===== config.mk =====
export PLATFORM = sky130hd
export DESIGN_NAME = route_message_byte_parser
export DESIGN_NICKNAME = d
export VERILOG_FILES = /design/src/rtl/core/rmbp_pkg.sv /design/src/rtl/core/route_message_byte_parser.sv
export SDC_FILE = /design/constraint.sdc
export NUM_CORES = 1
export LEC_CHECK = 0
export ABC_AREA = 0
export BUFFER_PORTS_ARGS = -buffer_cell sky130_fd_sc_hd__buf_2
export CELL_PAD_IN_SITES_DETAIL_PLACEMENT = 1
export CELL_PAD_IN_SITES_GLOBAL_PLACEMENT = 1
export CORE_MARGIN = 1
export CORE_UTILIZATION = 40
export DETAILED_ROUTE_END_ITERATION = 8
export GPL_TIMING_DRIVEN = 0
export PLACE_DENSITY = 0.86
export REMOVE_ABC_BUFFERS = 1
export SETUP_SLACK_MARGIN = 0.05
export SYNTH_ARGS = -nofsm -noshare
export SYNTH_HDL_FRONTEND = slang
export SYNTH_SLANG_ARGS = --single-unit

===== constraint.sdc =====
create_clock -name clock -period 7.2 [get_ports clock]
set_clock_uncertainty 0.1 [all_clocks]
set_input_delay 1.44 -clock clock [delete_from_list [all_inputs] [get_ports clock]]
set_output_delay 1.44 -clock clock [all_outputs]
set_load 0.005 [all_outputs]

===== src/rtl/core/rmbp_pkg.sv =====
// ----------------------------------------------------------------------------
// Route message byte parser package
// Item types, record kinds, status codes and register indexes shared by the
// parser and its environment.
// ----------------------------------------------------------------------------
package rmbp_pkg;

   // Configuration port geometry.
   localparam int CSR_INDEX_W = 1;
   localparam int CSR_DATA_W  = 16;

   // Register indexes.
   localparam logic [CSR_INDEX_W-1:0] CSR_EXPECTED_MAGIC   = 1'b0;
   localparam logic [CSR_INDEX_W-1:0] CSR_EXPECTED_VERSION = 1'b1;

   // Record kinds of a result item.
   localparam logic [2:0] KIND_BASE     = 3'd0;
   localparam logic [2:0] KIND_POINT    = 3'd1;
   localparam logic [2:0] KIND_MANEUVER = 3'd2;
   localparam logic [2:0] KIND_INSTR    = 3'd3;
   localparam logic [2:0] KIND_ROAD     = 3'd4;
   localparam logic [2:0] KIND_FINAL    = 3'd5;

   // Status codes of a final record.
   localparam logic [2:0] STATUS_OK          = 3'd0;
   localparam logic [2:0] STATUS_BAD_MAGIC   = 3'd1;
   localparam logic [2:0] STATUS_BAD_VERSION = 3'd2;
   localparam logic [2:0] STATUS_TRUNCATED   = 3'd3;
   localparam logic [2:0] STATUS_NO_POINTS   = 3'd4;

   // One input item: a message byte and its end flag.
   typedef struct packed {
      logic [7:0] msg_byte;
      logic       end_of_message;
   } req_item_type;

   // One result item.
   typedef struct packed {
      logic [2:0]         record_kind;
      logic [2:0]         status;
      logic signed [31:0] latitude_raw;
      logic signed [31:0] longitude_raw;
      logic [15:0]        point_index;
      logic [31:0]        distance_m;
      logic [31:0]        duration_s;
      logic [7:0]         type_code;
      logic [7:0]         modifier_code;
      logic [7:0]         text_byte;
   } rsp_item_type;

endpackage


===== src/rtl/core/route_message_byte_parser.sv =====
// ----------------------------------------------------------------------------
// Route message byte parser
// Parses a little-endian route message one byte per item, checks magic and
// version, and emits base, points, maneuvers, text bytes and a final record.
// ----------------------------------------------------------------------------
//
//   Channel  Ports                             Direction  Moves
//   req      req_valid/req_ready/req_data      in         one message byte
//   rsp      rsp_valid/rsp_ready/rsp_data      out        one record
//   csr      csr_we/csr_index/csr_wdata        in         register write
//
// Each byte is decoded in the cycle it is accepted and its record, if any, is
// loaded into the result register, on rsp the next cycle; one item per cycle.
// A new byte is taken whenever the result register is empty or being emptied.
// Synchronous reset clears parse state, CSRs and rsp_valid, not rsp_data.
// A stall on rsp holds the result register and lowers req_ready.
// ----------------------------------------------------------------------------
module route_message_byte_parser (
   input  logic                                clock,
   input  logic                                reset,
   input  logic                                req_valid,
   output logic                                req_ready,
   input  rmbp_pkg::req_item_type              req_data,
   output logic                                rsp_valid,
   input  logic                                rsp_ready,
   output rmbp_pkg::rsp_item_type              rsp_data,
   input  logic                                csr_we,
   input  logic [rmbp_pkg::CSR_INDEX_W-1:0]    csr_index,
   input  logic [rmbp_pkg::CSR_DATA_W-1:0]     csr_wdata
);

   typedef enum logic [4:0] {
      PH_MAGIC, PH_VERSION, PH_FLAGS, PH_BASE_LAT, PH_BASE_LNG, PH_PT_COUNT,
      PH_PT_LAT, PH_PT_LNG, PH_MV_COUNT, PH_MV_INDEX, PH_MV_DIST, PH_MV_CODES,
      PH_INSTR_LEN, PH_INSTR_TEXT, PH_ROAD_LEN, PH_ROAD_TEXT, PH_TOTAL_DIST,
      PH_TOTAL_DUR, PH_SKIP
   } phase_type;

   // Number of bytes in the field that a phase reads.
   function automatic logic [2:0] field_bytes(input phase_type ph);
      logic [2:0] n;
      unique case (ph)
         PH_VERSION, PH_FLAGS: n = 3'd1;
         PH_MAGIC, PH_PT_COUNT, PH_MV_COUNT, PH_MV_INDEX, PH_MV_CODES,
         PH_INSTR_LEN, PH_ROAD_LEN: n = 3'd2;
         default: n = 3'd4;
      endcase
      return n;
   endfunction

   phase_type              phase_ff, phase_in;
   logic [1:0]             pos_ff, pos_in;
   logic [31:0]            acc_ff, acc_in;
   logic [31:0]            saved_lat_ff, saved_lat_in;
   logic [15:0]            points_left_ff, points_left_in;
   logic [15:0]            mv_left_ff, mv_left_in;
   logic [15:0]            text_left_ff, text_left_in;
   logic [15:0]            held_index_ff, held_index_in;
   logic [31:0]            held_dist_ff, held_dist_in;
   logic [31:0]            total_dist_ff, total_dist_in;
   logic                   any_point_ff, any_point_in;
   logic [15:0]            magic_ff, magic_in;
   logic [7:0]             version_ff, version_in;
   logic                   rsp_valid_ff, rsp_valid_in;
   rmbp_pkg::rsp_item_type rsp_data_ff, rsp_data_in;

   logic                   req_fire;
   logic [7:0]             b;
   logic                   eom;
   logic [31:0]            acc_next;
   logic                   field_done;
   logic                   rec;
   logic                   fin;
   logic [15:0]            mv_dec;
   logic [15:0]            text_dec;
   logic [15:0]            points_dec;
   rmbp_pkg::rsp_item_type res;

   assign req_ready = !rsp_valid_ff || rsp_ready;
   assign req_fire  = req_valid && req_ready;
   assign b         = req_data.msg_byte;
   assign eom       = req_data.end_of_message;
   assign rsp_valid = rsp_valid_ff;
   assign rsp_data  = rsp_data_ff;

   // Byte lane merge into the field accumulator.
   assign acc_next   = (pos_ff == 2'd0) ? {24'd0, b}
                     : (acc_ff | ({24'd0, b} << {pos_ff, 3'b000}));
   assign field_done = ({1'b0, pos_ff} + 3'd1) == field_bytes(phase_ff);
   assign mv_dec     = mv_left_ff - 16'd1;
   assign text_dec   = text_left_ff - 16'd1;
   assign points_dec = points_left_ff - 16'd1;

   // Parse step for one accepted item.
   always_comb begin
      phase_in       = phase_ff;
      pos_in         = pos_ff;
      acc_in         = acc_ff;
      saved_lat_in   = saved_lat_ff;
      points_left_in = points_left_ff;
      mv_left_in     = mv_left_ff;
      text_left_in   = text_left_ff;
      held_index_in  = held_index_ff;
      held_dist_in   = held_dist_ff;
      total_dist_in  = total_dist_ff;
      any_point_in   = any_point_ff;
      rec            = 1'b0;
      fin            = 1'b0;
      res            = '0;

      if (req_fire) begin
         if (phase_ff == PH_SKIP) begin
            if (eom) begin
               phase_in = PH_MAGIC;
               pos_in   = 2'd0;
            end
         end else begin
            if (phase_ff == PH_INSTR_TEXT || phase_ff == PH_ROAD_TEXT) begin
               // Text bytes pass straight through, one record each.
               res.record_kind = (phase_ff == PH_ROAD_TEXT) ? rmbp_pkg::KIND_ROAD
                                                            : rmbp_pkg::KIND_INSTR;
               res.text_byte   = b;
               rec             = 1'b1;
               text_left_in    = text_dec;
               if (text_dec == 16'd0) begin
                  if (phase_ff == PH_ROAD_TEXT) begin
                     mv_left_in = mv_dec;
                     phase_in   = (mv_dec != 16'd0) ? PH_MV_INDEX : PH_TOTAL_DIST;
                  end else begin
                     phase_in = PH_ROAD_LEN;
                  end
               end
            end else begin
               acc_in = acc_next;
               if (!field_done) begin
                  pos_in = pos_ff + 2'd1;
               end else begin
                  pos_in = 2'd0;
                  // A complete field acts according to the phase.
                  unique case (phase_ff)
                     PH_MAGIC: begin
                        if (acc_next[15:0] != magic_ff) begin
                           res.record_kind = rmbp_pkg::KIND_FINAL;
                           res.status      = rmbp_pkg::STATUS_BAD_MAGIC;
                           fin             = 1'b1;
                        end else begin
                           phase_in = PH_VERSION;
                        end
                     end
                     PH_VERSION: begin
                        if (acc_next[7:0] != version_ff) begin
                           res.record_kind = rmbp_pkg::KIND_FINAL;
                           res.status      = rmbp_pkg::STATUS_BAD_VERSION;
                           fin             = 1'b1;
                        end else begin
                           phase_in = PH_FLAGS;
                        end
                     end
                     PH_FLAGS: phase_in = PH_BASE_LAT;
                     PH_BASE_LAT: begin
                        saved_lat_in = acc_next;
                        phase_in     = PH_BASE_LNG;
                     end
                     PH_PT_LAT: begin
                        saved_lat_in = acc_next;
                        phase_in     = PH_PT_LNG;
                     end
                     PH_BASE_LNG: begin
                        res.record_kind   = rmbp_pkg::KIND_BASE;
                        res.latitude_raw  = $signed(saved_lat_ff);
                        res.longitude_raw = $signed(acc_next);
                        rec               = 1'b1;
                        phase_in          = PH_PT_COUNT;
                     end
                     PH_PT_COUNT: begin
                        points_left_in = acc_next[15:0];
                        any_point_in   = acc_next[15:0] != 16'd0;
                        phase_in       = (acc_next[15:0] != 16'd0) ? PH_PT_LAT
                                                                   : PH_MV_COUNT;
                     end
                     PH_PT_LNG: begin
                        res.record_kind   = rmbp_pkg::KIND_POINT;
                        res.latitude_raw  = $signed(saved_lat_ff);
                        res.longitude_raw = $signed(acc_next);
                        rec               = 1'b1;
                        points_left_in    = points_dec;
                        phase_in = (points_dec != 16'd0) ? PH_PT_LAT : PH_MV_COUNT;
                     end
                     PH_MV_COUNT: begin
                        mv_left_in = acc_next[15:0];
                        phase_in   = (acc_next[15:0] != 16'd0) ? PH_MV_INDEX
                                                               : PH_TOTAL_DIST;
                     end
                     PH_MV_INDEX: begin
                        held_index_in = acc_next[15:0];
                        phase_in      = PH_MV_DIST;
                     end
                     PH_MV_DIST: begin
                        held_dist_in = acc_next;
                        phase_in     = PH_MV_CODES;
                     end
                     PH_MV_CODES: begin
                        res.record_kind   = rmbp_pkg::KIND_MANEUVER;
                        res.point_index   = held_index_ff;
                        res.distance_m    = held_dist_ff;
                        res.type_code     = acc_next[7:0];
                        res.modifier_code = acc_next[15:8];
                        rec               = 1'b1;
                        phase_in          = PH_INSTR_LEN;
                     end
                     PH_INSTR_LEN: begin
                        text_left_in = acc_next[15:0];
                        phase_in     = (acc_next[15:0] != 16'd0) ? PH_INSTR_TEXT
                                                                 : PH_ROAD_LEN;
                     end
                     PH_ROAD_LEN: begin
                        text_left_in = acc_next[15:0];
                        if (acc_next[15:0] != 16'd0) begin
                           phase_in = PH_ROAD_TEXT;
                        end else begin
                           mv_left_in = mv_dec;
                           phase_in = (mv_dec != 16'd0) ? PH_MV_INDEX : PH_TOTAL_DIST;
                        end
                     end
                     PH_TOTAL_DIST: begin
                        total_dist_in = acc_next;
                        phase_in      = PH_TOTAL_DUR;
                     end
                     PH_TOTAL_DUR: begin
                        res.record_kind = rmbp_pkg::KIND_FINAL;
                        res.status      = any_point_ff ? rmbp_pkg::STATUS_OK
                                                       : rmbp_pkg::STATUS_NO_POINTS;
                        res.distance_m  = total_dist_ff;
                        res.duration_s  = acc_next;
                        fin             = 1'b1;
                     end
                     default: begin
                     end
                  endcase
               end
            end

            // A finished message or an error wins over the end flag;
            // an early end flag turns the item into a truncated final record.
            if (fin) begin
               phase_in = eom ? PH_MAGIC : PH_SKIP;
               pos_in   = 2'd0;
               rec      = 1'b1;
            end else if (eom) begin
               res             = '0;
               res.record_kind = rmbp_pkg::KIND_FINAL;
               res.status      = rmbp_pkg::STATUS_TRUNCATED;
               phase_in        = PH_MAGIC;
               pos_in          = 2'd0;
               rec             = 1'b1;
            end
         end
      end
   end

   // Configuration writes.
   always_comb begin
      magic_in   = magic_ff;
      version_in = version_ff;
      if (csr_we) begin
         unique case (csr_index)
            rmbp_pkg::CSR_EXPECTED_MAGIC:   magic_in   = csr_wdata;
            rmbp_pkg::CSR_EXPECTED_VERSION: version_in = csr_wdata[7:0];
            default: begin
            end
         endcase
      end
   end

   // Result register with its valid flag.
   always_comb begin
      rsp_valid_in = rsp_valid_ff && !rsp_ready;
      rsp_data_in  = rsp_data_ff;
      if (req_fire && rec) begin
         rsp_valid_in = 1'b1;
         rsp_data_in  = res;
      end
   end

   // State, configuration and result registers.
   always_ff @(posedge clock) begin
      if (reset) begin
         phase_ff       <= PH_MAGIC;
         pos_ff         <= 2'd0;
         acc_ff         <= '0;
         saved_lat_ff   <= '0;
         points_left_ff <= '0;
         mv_left_ff     <= '0;
         text_left_ff   <= '0;
         held_index_ff  <= '0;
         held_dist_ff   <= '0;
         total_dist_ff  <= '0;
         any_point_ff   <= 1'b0;
         magic_ff       <= '0;
         version_ff     <= '0;
         rsp_valid_ff   <= 1'b0;
      end else begin
         phase_ff       <= phase_in;
         pos_ff         <= pos_in;
         acc_ff         <= acc_in;
         saved_lat_ff   <= saved_lat_in;
         points_left_ff <= points_left_in;
         mv_left_ff     <= mv_left_in;
         text_left_ff   <= text_left_in;
         held_index_ff  <= held_index_in;
         held_dist_ff   <= held_dist_in;
         total_dist_ff  <= total_dist_in;
         any_point_ff   <= any_point_in;
         magic_ff       <= magic_in;
         version_ff     <= version_in;
         rsp_valid_ff   <= rsp_valid_in;
      end
      rsp_data_ff <= rsp_data_in;
   end

`ifndef SYNTHESIS
   // A stalled result blocks new items.
   a_stall_blocks_input: assert property (@(posedge clock) disable iff (reset)
      (rsp_valid && !rsp_ready) |-> !req_ready)
      else $error("item accepted while result stalled");

   // Only final records carry a status.
   a_status_final_only: assert property (@(posedge clock) disable iff (reset)
      (rsp_valid && rsp_data.record_kind != rmbp_pkg::KIND_FINAL)
         |-> rsp_data.status == rmbp_pkg::STATUS_OK)
      else $error("status on a non-final record");

   // An end flag always restarts parsing at the magic.
   a_eom_restarts: assert property (@(posedge clock) disable iff (reset)
      (req_fire && eom) |=> (phase_ff == PH_MAGIC && pos_ff == 2'd0))
      else $error("end flag did not restart the parser");

   // Text phases are entered only with bytes left to pass.
   a_text_nonzero: assert property (@(posedge clock) disable iff (reset)
      (phase_ff == PH_INSTR_TEXT || phase_ff == PH_ROAD_TEXT)
         |-> text_left_ff != 16'd0)
      else $error("text phase with empty length");

   // Point phases are entered only with points left.
   a_points_nonzero: assert property (@(posedge clock) disable iff (reset)
      (phase_ff == PH_PT_LAT || phase_ff == PH_PT_LNG) |-> points_left_ff != 16'd0)
      else $error("point phase with no points left");
`endif

endmodule

==> impl_results.md <==
- Starting Density: 40.5%
- Worst Path Max Fanout: 34
- Register-to-Register Path Depth: 12
- Die span in x: about 210 um
- # DRC: 0
- Element type at the critical path start: flop
- Max_slew headroom: between 5 and 6%
- H-tree depth: 2
- Seq/Total Area, Yosys: 54.7%
- Clock-pin slew on the worst setup and hold paths: around 0.07 ns
- # nets final: 2,153
- Seq cells post-synth: ~400
- Part of the power in combinational logic: 6.4%
- Total grt overflow: 0
- Clk_lat worst skew: about 0.55 ns
- Final period utilization: about 92%
- # IOs: between 200 and 250
- Clock power frac: about 43%
- Peak Freq: ~0.15 GHz
- GRT Util Overall: about a quarter
- Post-synth top area share: between 20 and 30%
- Worst-Margin Slew: about 1.4 ns
- Pwr per Cell Area: 230 mW/mm^2
- Post-synthesis instance total: 1,979
- Async S/R FF share, synth: 0%
- Final hold violations: 0
- Die Ht: between 200 and 250 um
- Max VDD drop: 134 uV
- DIE AREA: 0.0456 mm^2
- Tot Pwr: 4.81 mW
- Hold Path Class: reg2reg
- # clock sinks: approximately 400
- Synth area leaders: edfxtp_1, dfxtp_1, nand2_1
- Gates resized, CTS repair: 0
- CP arrival: 6.75 ns
- DP HPWL: roughly 40,000 um
- Post-synth cell types: 74
- First-pass GRT wire length: slightly above 90,000 um
- Crit-path cells: inv_1 > ha_2 > o21bai_1 > a22oi_2 > xnor2_1 > or3_1 > o41ai_4 > a31o_2 > nand2_1 > nand2_2 > or4_2 > nor2_1
- Switching part of the total: a little under a quarter
- Share of layout cells above drive strength 1: 15.8%
- CORE AREA: 0.0441 mm^2
- CP endpoint kind: flop
- Via density: around 5.8
- R2r endpoint: rsp_data[113]$_SDFFCE_PP0P_
- Hold path cells: 2
- EDFF count, synth: 174
- Fin. max-slew vios: 0
- Core Rows: 77
- Worst setup path end: rsp_data[113]$_SDFFCE_PP0P_
- Max cap viols: 0
- Vias in the first global route: ~16,000
- Initial antenna violation count: 4
- Max stage delay cell, worst path: a22oi_2
- Setup_tns: 0 ns
- Area growth from synthesis to layout: 16.7%
- TritonCTS clock tree: done
- Unrepaired setup endpoints after global routing: false
- Syn. warnings: 0
- Slowest stage delay, CP: around 1.2 ns
- Drt total wl: ~60,000 um
- R2R setup slack: approximately 0.58 ns
- Wire per inst: between 20 and 25 um
- Fin crit period: between 6 and 7 ns
- Leakage power: roughly 7.3 nW
- Port buffer count: slightly above 200
- Area leader, netlist: edfxtp_1
- Worst setup path start: pos_ff[1]$_SDFFE_PP0P_
- Postcts setup bufs: 0
- Psw: around 1.1 mW
- Placer Congestion: roughly 0.9
- Drt initial violations: ~1,400
- Setup Viol. Count Final: 0
- Clock buffer depth: 3
- Detail Route Antenna Nets: 0
- WP data required: between 7 and 8 ns
- Primary FF master, synth: dfxtp_1
- CP Class: reg2reg
- Pin count of the biggest net entering global routing: between 100 and 150
- Reg power frac: 51.1%
- Hold-fix buffers, CTS: 0
- Clock buffer count from CTS: 40
- 1st-pass router iterations: 5
- Avg Cell Area, Syn: 9.04 um^2
- Synthesized area: about 0.018 mm^2
- P_int: approximately 3.7 mW
- Routed vias: around 16,000
- Reg2Reg Launch Point: pos_ff[1]$_SDFFE_PP0P_
- Root Driver: clkbuf_16
- Run status: completed
[flip-flops by register name (all words and copies together), names as in the netlist, 5 cells and up, named ones only]
name and flops:
mv_left_ff 16, total_dist_ff 32, magic_ff 16, held_index_ff 16
acc_ff 32, held_dist_ff 32, points_left_ff 16, saved_lat_ff 32
rsp_data 174, version_ff 8, text_left_ff 16, phase_ff 5
[kinds of logic (layout without fill, tap and decap cells)]
group / count (synthesis) / count (layout) / synth area share, %
and+or+nand+nor: 894 / 894 / 23.0
AOI/OAI and AO/OA: 459 / 459 / 15.9
DFF: 402 / 402 / 54.7
buffers and inverters: 181 / 344 / 3.92
xor gates and xnor gates: 24 / 24 / 1.18
adders and majority gates: 12 / 12 / 0.839
muxes: 7 / 7 / 0.392
other: 0 / 3 / 0
[stage by stage]
| step | util [%] | instance area (um^2) | setup slack [ns] | cells | hold WS (ns) |
|---|---|---|---|---|---|
| 2_1_floorplan | - | 17300 | -0.531 | 1829 | 0.321 |
| 3_3_place_gp | 43.2 | 19100 | -4.38 | 2627 | 0.334 |
| 3_5_place_dp | 44.4 | 19600 | 0.287 | 2660 | 0.342 |
| 4_1_cts | 47.3 | 20900 | 0.173 | 2734 | 0.350 |
| 5_1_grt | 47.3 | 20900 | 0.419 | 2736 | 0.364 |
| 6_report | 47.3 | 20900 | 0.577 | 2737 | 0.349 |
[worst min-delay path by stage]
stage / end / startpoint
finish: saved_lat_ff[29]$_SDFFE_PP0P_ / saved_lat_ff[29]$_SDFFE_PP0P_
CTS: saved_lat_ff[29]$_SDFFE_PP0P_ / saved_lat_ff[29]$_SDFFE_PP0P_
global route: saved_lat_ff[29]$_SDFFE_PP0P_ / saved_lat_ff[29]$_SDFFE_PP0P_
global placement: held_index_ff[11]$_SDFFE_PP0P_ / held_index_ff[11]$_SDFFE_PP0P_
detailed placement: saved_lat_ff[29]$_SDFFE_PP0P_ / saved_lat_ff[29]$_SDFFE_PP0P_
floorplan: held_index_ff[11]$_SDFFE_PP0P_ / held_index_ff[11]$_SDFFE_PP0P_
[layer usage]
layer  vias to the layer above  global-route usage, %  part of all wire, %
li1                       7231                      -                    -
met1                      7985                   30.9                   39
met2                       621                   45.5                   50
met3                       158                   4.09                  6.1
met4                         2                   13.3                  4.4
met5                         -                      0                0.021
[power groups by stage]
stage	registers (mW)	logic (mW)	clock network [mW]
CTS	2.46	0.302	2.06
global placement	2.52	0.274	0
global route	2.46	0.325	2.14
finish	2.46	0.306	2.05
detailed placement	2.51	0.299	0
floorplan	2.51	0.124	0
[cell usage after synthesis (all sizes together), types with 7 or more instances]
cell type / number
clkbuf: 138
a21oi: 204
or4: 8
nor2: 268
nor3: 67
ha: 12
xnor2: 17
dfxtp: 228
mux2i: 7
or3: 19
inv: 29
nand2b: 8
and3: 10
and2: 68
nand2: 318
xor2: 7
nand4: 8
a31oi: 8
nor2b: 13
a211oi: 53
a22oi: 52
nand3: 33
nor4b: 7
nor4: 29
or2: 10
buf: 12
edfxtp: 174
o22ai: 15
o21ai: 72
[cell type report]
type	count	area, um^2
inverter	31	124
timing repair buffer	239	1450
fill	5108	23300
antenna	3	7.51
sequential	402	9790
clock inverter	26	200
clock buffer	48	1050
multi-input combinational	1396	7500
tap	592	741
[critical path: cells and delay by family (launching register included)]
family	cells	cell delay (ns)
compound gates	4	2.31
xor+xnor	1	0.10
fa+ha+maj	1	0.42
buf+inv	1	0.20
flops	1	0.76
simple gates	5	2.37
[cell usage in the layout, fill, tap and decap left out, types with 13 or more instances in the layout]
cell type / n
a211oi_1: 53
a21oi_1: 203
a22oi_1: 48
and2_1: 68
buf_2: 205
buf_4: 13
clkbuf_16: 41
clkinv_1: 18
dfxtp_1: 228
edfxtp_1: 174
inv_1: 26
nand2_1: 316
nand3_1: 33
nor2_1: 262
nor2b_1: 13
nor3_1: 63
nor4_1: 24
o21ai_0: 71
o22ai_1: 15
or3_1: 19
xnor2_1: 17
No activity file was read; power rests on OpenSTA's default activity.
